### config.mk
export PLATFORM = sky130hd
export DESIGN_NAME = ppfs_emitter
export DESIGN_NICKNAME = d
export VERILOG_FILES = /design/src/rtl/ppfs_pkg.sv /design/src/rtl/ppfs_emitter.sv
export SDC_FILE = /design/constraint.sdc
export NUM_CORES = 1
export LEC_CHECK = 0
export ABC_AREA = 1
export ABC_CLOCK_PERIOD_IN_PS = 1200
export BUFFER_PORTS_ARGS = -buffer_cell sky130_fd_sc_hd__buf_2
export CORE_UTILIZATION = 49
export DETAILED_ROUTE_END_ITERATION = 6
export GPL_ROUTABILITY_DRIVEN = 0
export PLACE_DENSITY = 0.79
export SLEW_MARGIN = 10
export SYNTH_ARGS = -nofsm -noshare
export SYNTH_HDL_FRONTEND = slang
export SYNTH_SLANG_ARGS = --single-unit
### constraint.sdc
create_clock -name clk -period 1.2 [get_ports clk]
set_input_delay 0.12 -clock clk [delete_from_list [all_inputs] [get_ports clk]]
set_output_delay 0.12 -clock clk [all_outputs]
set_load 0.1 [all_outputs]
### src/rtl/ppfs_pkg.sv
// shared types, codes and color expansion helpers for the palette pixel frame streamer
// no dependencies; imported by every module of the block
`default_nettype none

package ppfs_pkg;

  localparam int PALETTE_DEPTH_DEF = 256;
  localparam int NUM_RES = 3;
  localparam int CNT_W = 2;

  typedef enum logic [2:0] {
    ACT_PAL   = 3'd0,
    ACT_START = 3'd1,
    ACT_PIXEL = 3'd2,
    ACT_END   = 3'd3,
    ACT_INIT  = 3'd4
  } action_t;

  localparam logic [1:0] KIND_BYTE    = 2'd0;
  localparam logic [1:0] KIND_DWORD   = 2'd1;
  localparam logic [1:0] KIND_REFUSED = 2'd2;

  localparam logic [2:0] REG_FRAME_WIDTH  = 3'd0;
  localparam logic [2:0] REG_FRAME_HEIGHT = 3'd1;
  localparam logic [2:0] REG_PIXEL_FORMAT = 3'd2;
  localparam logic [2:0] REG_NEW_SIG      = 3'd3;
  localparam logic [2:0] REG_ABORT_SIG    = 3'd4;
  localparam logic [2:0] REG_INIT_SIG     = 3'd5;

  localparam logic [1:0] FMT_PAL8   = 2'd0;
  localparam logic [1:0] FMT_RGB555 = 2'd1;
  localparam logic [1:0] FMT_RGB565 = 2'd2;
  localparam logic [1:0] FMT_RGB32  = 2'd3;

  localparam logic [7:0] END_OK_BYTE = 8'h01;

  // work decided at accept time, carried to the result builder
  typedef enum logic [2:0] {
    OP_REFUSED,
    OP_START,
    OP_PIXEL,
    OP_END_ABORT,
    OP_END_OK,
    OP_INIT
  } op_t;

  typedef struct packed {
    logic [15:0] frame_width;
    logic [15:0] frame_height;
    logic [1:0]  pixel_format;
    logic [31:0] new_sig;
    logic [31:0] abort_sig;
    logic [31:0] init_sig;
  } cfg_t;

  typedef struct packed {
    logic [1:0]  kind;
    logic [31:0] data;
    logic        last;
  } result_t;

  // 5-bit channel to 8 bits: (x * 0x21) >> 2
  function automatic logic [7:0] expand5(input logic [4:0] x);
    logic [9:0] p;
    p = 10'(x) * 10'h21;
    return p[9:2];
  endfunction

  // 6-bit channel to 8 bits: (x * 0x41) >> 4
  function automatic logic [7:0] expand6(input logic [5:0] x);
    logic [11:0] p;
    p = 12'(x) * 12'h41;
    return p[11:4];
  endfunction

endpackage

`default_nettype wire

### src/rtl/ppfs_emitter.sv
// output register bank: holds one request's results, sends one per out_ready cycle
// uses ppfs_pkg result records; reloads on the cycle its last result is taken
`default_nettype none

module ppfs_emitter (
  input  wire logic                                  clk,
  input  wire logic                                  rst,
  input  wire logic                                  load,
  input  wire logic [ppfs_pkg::CNT_W-1:0]            ld_cnt,
  input  wire ppfs_pkg::result_t [ppfs_pkg::NUM_RES-1:0] ld_res,
  output logic                                       load_ok,
  output logic                                       out_valid,
  input  wire logic                                  out_ready,
  output ppfs_pkg::result_t                          out_res
);
  import ppfs_pkg::*;

  result_t [NUM_RES-1:0] slot;
  logic [CNT_W-1:0] rem;
  logic [CNT_W-1:0] pos;

  assign out_valid = rem != '0;
  assign load_ok = (rem == '0) || (rem == CNT_W'(1) && out_ready);
  assign out_res = slot[pos];

  always_ff @(posedge clk) begin
    if (load) begin
      slot <= ld_res;
    end
  end

  always_ff @(posedge clk) begin
    if (rst) begin
      rem <= '0;
      pos <= '0;
    end else if (load) begin
      rem <= ld_cnt;
      pos <= '0;
    end else if (out_valid && out_ready) begin
      rem <= rem - CNT_W'(1);
      pos <= pos + CNT_W'(1);
    end
  end

endmodule

`default_nettype wire

==> results of run 1 <==
[kinds of logic after synthesis]
logic type / Yosys count / share of synthesized area (%)
AOI/OAI and AO/OA: 72 / 8.52
buffers and inverters: 28 / 5.06
and+or+nand+nor: 93 / 9.41
DFF: 109 / 76.4
adders and majority gates: 2 / 0.591
[metrics by stage]
step	setup TNS [ns]	setup slack [ns]	hold slack (ns)
CTS	-16.25	-0.491	0.112
detailed placement	-2.05	-0.111	0.298
global placement	-1.52	-0.0850	0.297
floorplan	-8.62	-0.349	0.182
[timing repair]
action,CTS
endpoints found under the hold margin,106
buffers inserted,6
hold buffers,106
gates resized for setup,36
setup endpoints to repair,39
gates cloned,1
pin swaps,8
==> impl_metrics.json, run 1 <==
{
  "status": "aborted with a tool error",
  "haltStage": "global routing",
  "error_line": "[ERROR DPL-0038] Utilization greater than 100%, impossible to legalize",
  "die_y_um": 94.9,
  "rows": 33,
  "ys_types": 16,
  "syn-cell-area_um2": 4230,
  "cts.sinks": 109,
  "clockBufferDepth": 2,
  "synth_top_area_share_pct": 74.5,
  "start_util_pct": 51.0,
  "seq_area_frac_synth_pct": 76.4,
  "synth-edff-count": 105,
  "yosysWarnings": 0,
  "cts_root_buffer": "clkbuf_8",
  "synth_top_area_cell": "edfxtp_1",
  "syn_nets": 417,
  "grt_max_degree": 31,
  "place_inst": 562,
  "worstEpCategory": "output port",
  "ioPinCount": 148,
  "netlist_top_cells_area": "edfxtp_1 75%, o21ai_1 4.9%, nand3_1 4.4%, nor2_1 3.5%, o21ai_0 3.5%",
  "repair-timing-grt-worst-ep": "out_res[3]",
  "dpl-instance-area_um2": 6630,
  "synth.most_common_cell": "edfxtp_1",
  "die_w_um": 94.9,
  "ys.flop_type": "edfxtp_1",
  "ys_seq_elements": 109,
  "postSynthAreaPerCell_um2": 13.9,
  "synth_common_cells": "105 x edfxtp_1, 41 x o21ai_1, 40 x nor2_1",
  "cts_buffers": 9,
  "synth_cells": 304,
  "async_reset_ff_share_pct": 0,
  "h-tree-depth": 3,
  "portBuffers": 147,
  "hpwl_um": 7490
}
==> inputs of run 2 (changes only) <==
--- a/config.mk
+++ b/config.mk
@@ -8,10 +8,10 @@
 export ABC_AREA = 1
 export ABC_CLOCK_PERIOD_IN_PS = 1200
 export BUFFER_PORTS_ARGS = -buffer_cell sky130_fd_sc_hd__buf_2
-export CORE_UTILIZATION = 49
+export CORE_UTILIZATION = 40
 export DETAILED_ROUTE_END_ITERATION = 6
 export GPL_ROUTABILITY_DRIVEN = 0
-export PLACE_DENSITY = 0.79
+export PLACE_DENSITY_LB_ADDON = 0.15
 export SLEW_MARGIN = 10
 export SYNTH_ARGS = -nofsm -noshare
 export SYNTH_HDL_FRONTEND = slang
==> impl_metrics.json, run 2 <==
{
  "dieArea_um2": 11000,
  "ir_drop_uv": 1150,
  "slew_headroom_pct": 74.4,
  "clockBufferDepth": 2,
  "utilization_pct": 82.6,
  "hold_path.class": "in2reg",
  "p_leak_uw": 0.00326,
  "start_util_pct": 41.2,
  "seq_area_frac_synth_pct": 76.4,
  "route.detailed.drc": 0,
  "final_common_cell": "buf_2",
  "violations": "negative setup slack",
  "nNetsFinal": 709,
  "top_usage_layer": "met2",
  "rows": 37,
  "finalCritPeriodShare_pct": 142,
  "crit_path_frequent_cell": "o21ai_4",
  "async_reset_ff_share_pct": 0,
  "rsz0062_at_grt": "yes",
  "grt_pass1_wl_um": 19900,
  "start_kind": "flip-flop",
  "synthMuxAreaShare_pct": 0,
  "ys_seq_elements": 109,
  "ioPinCount": 148,
  "synth-simple-area-share_pct": 9.41,
  "drtIter0Drc": 96,
  "tightest_slew_ns": 0.380,
  "grt_pass1_vias": 3862,
  "gr-usage-met2_pct": 46.4,
  "die_y_um": 105,
  "cts_root_buffer": "clkbuf_8",
  "timing.setup.tns_ns": -17.07,
  "clk_pin_slew_ns": 0.10,
  "postSynthAreaPerCell_um2": 13.9,
  "status": "finished, violations left",
  "first_pass_iters": 4,
  "wirelength_um": 13000,
  "finalPower_uw": 10200,
  "syn-cell-area_um2": 4230,
  "ys.flop_type": "edfxtp_1",
  "synth-xor-area-share_pct": 0,
  "synth_cells": 304,
  "portBuffers": 147,
  "r2r_cells": 8,
  "required_ns": 1.08,
  "ys_types": 16,
  "critical-path-top-delay-family": "buffers and inverters",
  "use_met3_pct": 5.36,
  "finalClockSkew_ns": 0.00112,
  "synth_top_family_by_area": "simple AND/OR/NAND/NOR gates",
  "cts.sinks": 109,
  "antenna_found_initial": 0,
  "synth-edff-count": 105,
  "drive_above_1_share_pct": 56.7,
  "cp_cell_sequence": "inv_8, bufbuf_16, o21ai_4, o21ai_4, buf_12",
  "area_growth_pct": 101,
  "regMostFlops": "slot",
  "grt_usage_pct": 24.5,
  "layout_common_cells": "109 x buf_2, 106 x dlygate4sd3_1, 105 x edfxtp_1",
  "grtUsageMet1_pct": 26.8,
  "critPathArrivalTime_ns": 1.58,
  "synth_common_cells": "105 x edfxtp_1, 41 x o21ai_1, 40 x nor2_1",
  "worstSetupEndpointType": "output pin",
  "setup_viol": 40,
  "die_w_um": 105,
  "worstHoldPathCells": 1,
  "netlist_top_cells_area": "edfxtp_1 75%, o21ai_1 4.9%, nand3_1 4.4%, nor2_1 3.5%, o21ai_0 3.5%",
  "worstPathMaxFanout": 12,
  "layout_top_registers": "slot: 105 flops, pos: 2 flops, rem: 2 flops",
  "finalHoldViolations": 0,
  "syn_nets": 417,
  "vias_per_cell": 4.87,
  "cp_num_cells": 5,
  "synth_top_area_cell": "edfxtp_1",
  "cap_violations": 0,
  "cts_buffers": 9,
  "slowest_stage": "dfxtp_2",
  "yosysWarnings": 0,
  "ant_nets": 0,
  "synth_compound_area_share_pct": 8.52,
  "insertion_delay_ns": 0.37,
  "hpwl_um": 6720,
  "layout_min_cycle_time_ns": 1.70,
  "synth_top_area_share_pct": 74.5,
  "h-tree-depth": 3,
  "max_freq_ghz": 0.587,
  "cp_num_buf_inv": 3,
  "coreArea_um2": 10300,
  "grt_max_degree": 54,
  "maxSlewViolCount": 0,
  "largest_reg_flops": 105,
  "powerDensity_nw_per_um2": 1200,
  "dpl-instance-area_um2": 6630,
  "setup_ws_ns": -0.505,
  "tritoncts": "built",
  "gr-total-overflow": 0,
  "vias": 3589,
  "synth.most_common_cell": "edfxtp_1",
  "final_cell_area_um2": 8490,
  "wl_per_cell_um": 17.6,
  "synthAdderAreaFrac_pct": 0.592,
  "num_antenna_cells": 0,
  "critPathKind": "reg2out",
  "max_stage_delay_ns": 0.37
}
[run 2: per-stage QoR]
stage                     hold WS, ns  worst slack, ns  instances
after floorplan                 0.182           -0.349        304
after global placement          0.296           -0.131        593
after detailed placement        0.298           -0.139        593
after CTS                      0.0488           -0.537        730
after global routing           0.0558           -0.575        737
final                          0.0696           -0.505        737
[run 2: layer usage]
metal  up-vias  part of all wire (%)
met2       124                    55
met5         -                     0
met3        24                   4.1
li1       1698                     -
met1      1743                    38
met4         0                   2.1
[run 2: path summary, 6_finish.rpt]
check / slack [ns] / end / start
worst max-delay path: -0.50 / out_res[22] / pos[1]
worst min-delay path: 0.07 / slot[33] / load
worst max register to register: -0.07 / rem[0] / rem[0]
worst min register to register: 0.53 / rem[1] / rem[1]
[run 2: logic make-up (layout without fill, tap and decap cells)]
group	after synthesis	in the layout
flip-flops	109	109
AND/OR/NAND/NOR	93	93
AO/OA/AOI/OAI	72	72
buffers and inverters	28	325
adder cells (fa/ha/maj)	2	2
[run 2: what timing repair did]
action,4_1_cts,5_1_grt
gates resized for setup,42,33
endpoints found under the hold margin,106,0
cloned,5,3
setup endpoints to repair,37,40
hold buffers,106,0
setup buffers,10,5
pin swaps,22,4
[run 2: area by class of cell]
class                      count  area (um^2)
sequential                   109         3240
timing repair buffer         298         3020
fill                         549         1780
multi-input combinational    167         1780
tap                          136          170
clock buffer                  10          128
clock inverter                 6         87.6
inverter                      10         65.1
timing repair inverter         1         8.76
[run 2: power by group]
part / internal, uW / total (uW) / leakage, uW / switching (uW)
clock network: 1170 / 2400 / 0.0000985 / 1230
registers: 4500 / 4670 / 0.00106 / 164
logic: 1370 / 3150 / 0.00210 / 1780
Note: power is estimated with default switching activity, not from simulation.
