$ cat src/rtl/ppfs_pkg.sv
// shared types, codes and color expansion helpers for the palette pixel frame streamer
// no dependencies; imported by every module of the block
`default_nettype none

package ppfs_pkg;

  localparam int PALETTE_DEPTH_DEF = 256;
  localparam int NUM_RES = 3;
  localparam int CNT_W = 2;

  typedef enum logic [2:0] {
    ACT_PAL   = 3'd0,
    ACT_START = 3'd1,
    ACT_PIXEL = 3'd2,
    ACT_END   = 3'd3,
    ACT_INIT  = 3'd4
  } action_t;

  localparam logic [1:0] KIND_BYTE    = 2'd0;
  localparam logic [1:0] KIND_DWORD   = 2'd1;
  localparam logic [1:0] KIND_REFUSED = 2'd2;

  localparam logic [2:0] REG_FRAME_WIDTH  = 3'd0;
  localparam logic [2:0] REG_FRAME_HEIGHT = 3'd1;
  localparam logic [2:0] REG_PIXEL_FORMAT = 3'd2;
  localparam logic [2:0] REG_NEW_SIG      = 3'd3;
  localparam logic [2:0] REG_ABORT_SIG    = 3'd4;
  localparam logic [2:0] REG_INIT_SIG     = 3'd5;

  localparam logic [1:0] FMT_PAL8   = 2'd0;
  localparam logic [1:0] FMT_RGB555 = 2'd1;
  localparam logic [1:0] FMT_RGB565 = 2'd2;
  localparam logic [1:0] FMT_RGB32  = 2'd3;

  localparam logic [7:0] END_OK_BYTE = 8'h01;

  // work decided at accept time, carried to the result builder
  typedef enum logic [2:0] {
    OP_REFUSED,
    OP_START,
    OP_PIXEL,
    OP_END_ABORT,
    OP_END_OK,
    OP_INIT
  } op_t;

  typedef struct packed {
    logic [15:0] frame_width;
    logic [15:0] frame_height;
    logic [1:0]  pixel_format;
    logic [31:0] new_sig;
    logic [31:0] abort_sig;
    logic [31:0] init_sig;
  } cfg_t;

  typedef struct packed {
    logic [1:0]  kind;
    logic [31:0] data;
    logic        last;
  } result_t;

  // 5-bit channel to 8 bits: (x * 0x21) >> 2
  function automatic logic [7:0] expand5(input logic [4:0] x);
    logic [9:0] p;
    p = 10'(x) * 10'h21;
    return p[9:2];
  endfunction

  // 6-bit channel to 8 bits: (x * 0x41) >> 4
  function automatic logic [7:0] expand6(input logic [5:0] x);
    logic [11:0] p;
    p = 12'(x) * 12'h41;
    return p[11:4];
  endfunction

endpackage

`default_nettype wire

$ cat src/rtl/ppfs_result_build.sv
// builds the result list of one request from its decoded op, pixel and palette color
// uses ppfs_pkg for op codes, result records and channel expansion
`default_nettype none

module ppfs_result_build (
  input  wire ppfs_pkg::op_t                     op,
  input  wire logic [31:0]                       pix,
  input  wire logic [23:0]                       pal_rgb,
  input  wire ppfs_pkg::cfg_t                    cfg,
  output ppfs_pkg::result_t [ppfs_pkg::NUM_RES-1:0] res,
  output logic [ppfs_pkg::CNT_W-1:0]             cnt
);
  import ppfs_pkg::*;

  logic [7:0] b;
  logic [7:0] g;
  logic [7:0] r;

  always_comb begin
    case (cfg.pixel_format)
      FMT_PAL8: begin
        r = pal_rgb[23:16];
        g = pal_rgb[15:8];
        b = pal_rgb[7:0];
      end
      FMT_RGB555: begin
        b = expand5(pix[4:0]);
        g = expand5(pix[9:5]);
        r = expand5(pix[14:10]);
      end
      FMT_RGB565: begin
        b = expand5(pix[4:0]);
        g = expand6(pix[10:5]);
        r = expand5(pix[15:11]);
      end
      default: begin
        b = pix[7:0];
        g = pix[15:8];
        r = pix[23:16];
      end
    endcase
  end

  always_comb begin
    res = '0;
    cnt = CNT_W'(1);
    case (op)
      OP_REFUSED: begin
        res[0] = '{kind: KIND_REFUSED, data: 32'd0, last: 1'b1};
      end
      OP_START: begin
        cnt = CNT_W'(2);
        res[0] = '{kind: KIND_DWORD, data: cfg.new_sig, last: 1'b0};
        res[1] = '{kind: KIND_DWORD, data: {cfg.frame_width, cfg.frame_height}, last: 1'b1};
      end
      OP_PIXEL: begin
        cnt = CNT_W'(3);
        res[0] = '{kind: KIND_BYTE, data: {24'd0, b}, last: 1'b0};
        res[1] = '{kind: KIND_BYTE, data: {24'd0, g}, last: 1'b0};
        res[2] = '{kind: KIND_BYTE, data: {24'd0, r}, last: 1'b1};
      end
      OP_END_ABORT: begin
        res[0] = '{kind: KIND_DWORD, data: cfg.abort_sig, last: 1'b1};
      end
      OP_END_OK: begin
        res[0] = '{kind: KIND_BYTE, data: {24'd0, END_OK_BYTE}, last: 1'b1};
      end
      OP_INIT: begin
        res[0] = '{kind: KIND_DWORD, data: cfg.init_sig, last: 1'b1};
      end
      default: begin
        res = '0;
      end
    endcase
  end

endmodule

`default_nettype wire

$ cat config.mk
export PLATFORM = sky130hd
export DESIGN_NAME = ppfs_result_build
export DESIGN_NICKNAME = d
export VERILOG_FILES = /design/src/rtl/ppfs_pkg.sv /design/src/rtl/ppfs_result_build.sv
export SDC_FILE = /design/constraint.sdc
export NUM_CORES = 1
export LEC_CHECK = 0
export BUFFER_PORTS_ARGS = -buffer_cell sky130_fd_sc_hd__buf_2
export CORE_AREA = 2 2 116 118
export DETAILED_ROUTE_END_ITERATION = 10
export DIE_AREA = 0 0 118 120
export PLACE_DENSITY_LB_ADDON = 0.3
export SLEW_MARGIN = 20
export SYNTH_ARGS = -nofsm -noshare
export SYNTH_HDL_FRONTEND = slang
export SYNTH_SLANG_ARGS = --single-unit
$ cat constraint.sdc
create_clock -name vclk -period 1.3
set_input_delay 0.065 -clock vclk [all_inputs]
set_output_delay 0.065 -clock vclk [all_outputs]
set_load 0.02 [all_outputs]
# After elaboration in Yosys (flattened, before gate mapping)

Index checks and enable logic that the tools add are counted.

Memories kept: 0
Memory bits (writable): 0
Input port bits: 189
Register bits after elaboration: 0
Latch bits: 0
Output and inout port bits: 107
Bits in read-only memories: 0

Multipliers: 5
Divide/modulo/power cells: 0
Equality and inequality tests: 7
Reductions and logical operators: 3
Shift operators: 0
Bitwise operators: 0
Order comparisons: 0
Muxes and demuxes: 7
Add/subtract/negate cells: 0

Operators by type and width:

| kind                 | number |
|---|---|
| $pmux 35 s6          | 1 |
| $pmux 34 s2          | 1 |
| $pmux 8 s3           | 2 |
| $mul 5x6->10 const B | 4 |
| $pmux 8 s2           | 1 |
| $mul 6x7->12 const B | 1 |
| $mux 9               | 1 |
| $eq 3x2->1 const B   | 2 |
| $eq 3x3->1 const B   | 2 |
| $pmux 2 s2           | 1 |
| $eq 3x1->1 const B   | 1 |
| $logic_not 3->1      | 1 |
| $eq 2x1->1 const B   | 1 |
| $eq 2x2->1 const B   | 1 |
| $logic_not 2->1      | 1 |
| $reduce_or 2->1      | 1 |

# Logic depth before layout (Yosys ltp)

Depth in word-level cells: 4
Depth in mapped cells: 6
Mapped depth without buffers: 5

# Worst setup path before layout

Ideal clock, no wire load.

Path type: input to output
Start point: input cfg[96] in the netlist's numbering
End point: output res[71] in the netlist's numbering
Path slack: 0.008 ns
Cell stages on the path: 6
Arrival: 1.227 ns
Data required time: 1.235 ns
Cell sequence: ha_1 buf_2 inv_1 clkbuf_1 o21ai_1 a21oi_1

RTL lines:

| item        | line                    | source |
|---|---|---|
| from (decl) | ppfs_result_build.sv:9  | `input wire ppfs_pkg::cfg_t cfg,` |
| to (decl)   | ppfs_result_build.sv:10 | `output ppfs_pkg::result_t [ppfs_pkg::NUM_RES-1:0] res,` |

==> impl_metrics.ini <==
[final_layout]
final_layout_size_suffix_gt1_share_pct = 57.52
flops_and_latches = 0
final_util_pct = 30.18
regArea_sq_um = 0
syn2layout_area_growth_pct = 86.59
clkbuf_count = 0
fill_cells = 1482
fin_nets = 767

[run_status]
status = complete, no violations

[routing]
vias = 3155
detail_route.iter0.violations = 74
postRouteAntennaNets = 0
post-route-drc-count = 0
wl_per_cell_um = 13.84
firstDrtPassIters = 4
avgViaCountPerCell = 4.212
routed_wl_um = 10370

[power]
switching_power_mw = 0.6856
p_per_area_nw_per_um2 = 336.9
seq_power_share_pct = 0
p_sw_share_pct = 51.95
pwr-share-comb_pct = 100.0
p_leak_nw = 2.093
peakVddDrop_v = 0.0001331
clockPowerShare_pct = 0
p_int_mw = 0.6343

[global_route]
grt_pass1_wl_um = 15190
grt_max_degree = 36
grt_pass1_vias = 2980
grt.total_usage_pct = 12.95
globalRouteOverflowTotal = 0
grt_antenna_before_repair = 2

[floorplan]
die_h_um = 120
initial_core_util_pct = 16.18
die_area_sq_um = 14160
die_w_um = 118
core_sq_um = 12980
core.rowCount = 42
ioPinCount = 296

[timing]
fin_crit_sh_pct = 98.36
layout_min_cycle_time_ps = 1279
max_freq_mhz = 782.0
finalSetupTns_ps = 0
setup-violations-final = 0
rsz0062_at_grt = yes
finalHoldViolations = 0
report.final.slew_viol_count = 0
holdWs_ps = 447.4

[synthesis]
synth_top_area_share_pct = 14.78
netlist_instances = 310
yosysUniqueCellTypes = 39
synth-adder-area-share_pct = 2.384
synthMuxAreaShare_pct = 14.78
synth-simple-area-share_pct = 29.02
synth_xor_area_share_pct = 0.4172
ys_warn_count = 0
syn_avg_cell_area_sq_um = 6.773
synthesis.area_sq_um = 2100
synth_area_leaders = mux2i_1, buf_4, and2_1, nand2_1, o2bb2ai_1
synth_compound_area_share_pct = 33.25
synth-seq-area-share_pct = 0
synth_top_family_by_area = compound AO/OA/AOI/OAI gates
yosysTopAreaCell = mux2i_1

[worst_setup_path]
endpoint_kind = output port
crit_fanout = 11
required_ps = 1240
cp-startpoint = cfg[96]
arrival_ps = 1210
crit_chain = buf_12, inv_8, buf_4, ha_4, a22oi_1, nand2_1, a32o_1, buf_2
cp_slowest_cell = a32o_1
critPathKind = in2out
cp-endpoint = res[38]
critPathMaxStageDelay_ps = 250
crit_path_start_kind = input port

[place]
gp_congestion = 0.7751
port_buffers = 261
dpl.hpwl_um = 8519

[hold_path]
timing.hold.worst.class = in2out

[job]
timing.max_cap.violations = 0

[cts]
ctsHoldBuffers = 0
## synth_stat cells (4+ instances only)
cell type,count
o21ai_0,12
a21boi_0,12
or2_0,8
buf_2,4
a21oi_1,11
a221oi_1,10
and3_1,4
buf_4,36
clkbuf_1,13
a21boi_1,13
inv_1,4
ha_1,4
nand2b_1,4
nand3b_1,7
o21ai_1,16
nand2_1,38
or2_2,16
and2_1,24
o2bb2ai_1,13
buf_6,5
mux2i_1,31
## final cells by class
cell class                      count  area, sq um  share of cell area, %
Multi-Input combinational cell    272         1899                  48.48
Timing Repair Buffer              296         1760                  44.94
Tap cell                          176        220.2                  5.621
Inverter                            4        35.03                 0.8943
Antenna cell                        1        2.502                0.06388
## cell families (layout without fill, tap and decap cells)
family	count (synthesis)	after routing
adder cells (fa/ha/maj)	4	4
buffers and inverters	64	300
AO/OA/AOI/OAI	100	100
other	1	28
AND/OR/NAND/NOR	109	109
multiplexers	31	31
XOR/XNOR	1	1
## worst min path at each step
stage / end / slack (ps) / cells past startpoint / start
3_5_place_dp: res[47] / 450 / 3 / cfg[109]
2_1_floorplan: res[10] / 300 / 2 / cfg[9]
4_1_cts: res[47] / 450 / 3 / cfg[109]
3_3_place_gp: res[52] / 450 / 3 / cfg[114]
5_1_grt: res[52] / 460 / 3 / cfg[114]
6_report: res[47] / 450 / 3 / cfg[109]
## cells in the final DEF (no fill, tap or decap), types with 5 or more instances in the layout
master / synthesis / final
buf_4: 36 / 33
a21boi_0: 12 / 12
and2_1: 24 / 24
buf_12: 0 / 8
a21oi_1: 11 / 11
mux2i_1: 31 / 31
buf_6: 5 / 5
nand3b_1: 7 / 7
buf_2: 4 / 247
a21boi_1: 13 / 12
a221oi_1: 10 / 7
nand2_1: 38 / 38
conb_1: 1 / 27
o21ai_1: 16 / 16
or2_0: 8 / 8
or2_2: 16 / 16
o2bb2ai_1: 13 / 12
o21ai_0: 12 / 12
## layer usage
| layer | wire length [um] | track usage, % |
|---|---|---|
| met3 | 843 | 2.376 |
| met1 | 3961 | 14.31 |
| met2 | 5492 | 26.45 |
| met4 | 58 | 0.8283 |
| met5 | 13 | 0 |
## critical path, delay by kind of cell
| kind | cells | cell delay (ps) |
|---|---|---|
| AND/OR/NAND/NOR | 1 | 80 |
| adder cells (fa/ha/maj) | 1 | 210 |
| AO/OA/AOI/OAI | 2 | 440 |
| buffers and inverters | 4 | 410 |
## through the flow
step,std cells,power (mW),area [sq um],setup WS (ps)
2_1_floorplan,336,0.7239,2197,8.482
3_3_place_gp,742,1.213,3617,-179.7
3_5_place_dp,742,1.212,3617,-196.8
4_1_cts,744,1.272,3756,-19.00
5_1_grt,749,1.430,3918,-37.14
6_report,749,1.320,3918,21.27
## timing repair
item | CTS | global route
gates resized for setup | 25 | 28
pin swaps | 3 | 9
gates cloned | 1 | 1
setup buffers | 2 | 3
setup endpoints to repair | 25 | 20
## power by group through the flow
stage               clock network (mW)  logic (mW)  registers (mW)
CTS                                  0        1.27               0
floorplan                            0       0.724               0
global route               0.000000103        1.43               0
finish                     0.000000103        1.32               0
global placement                     0        1.21               0
detailed placement                   0        1.21               0
Note: power is estimated with default switching activity, not from simulation.
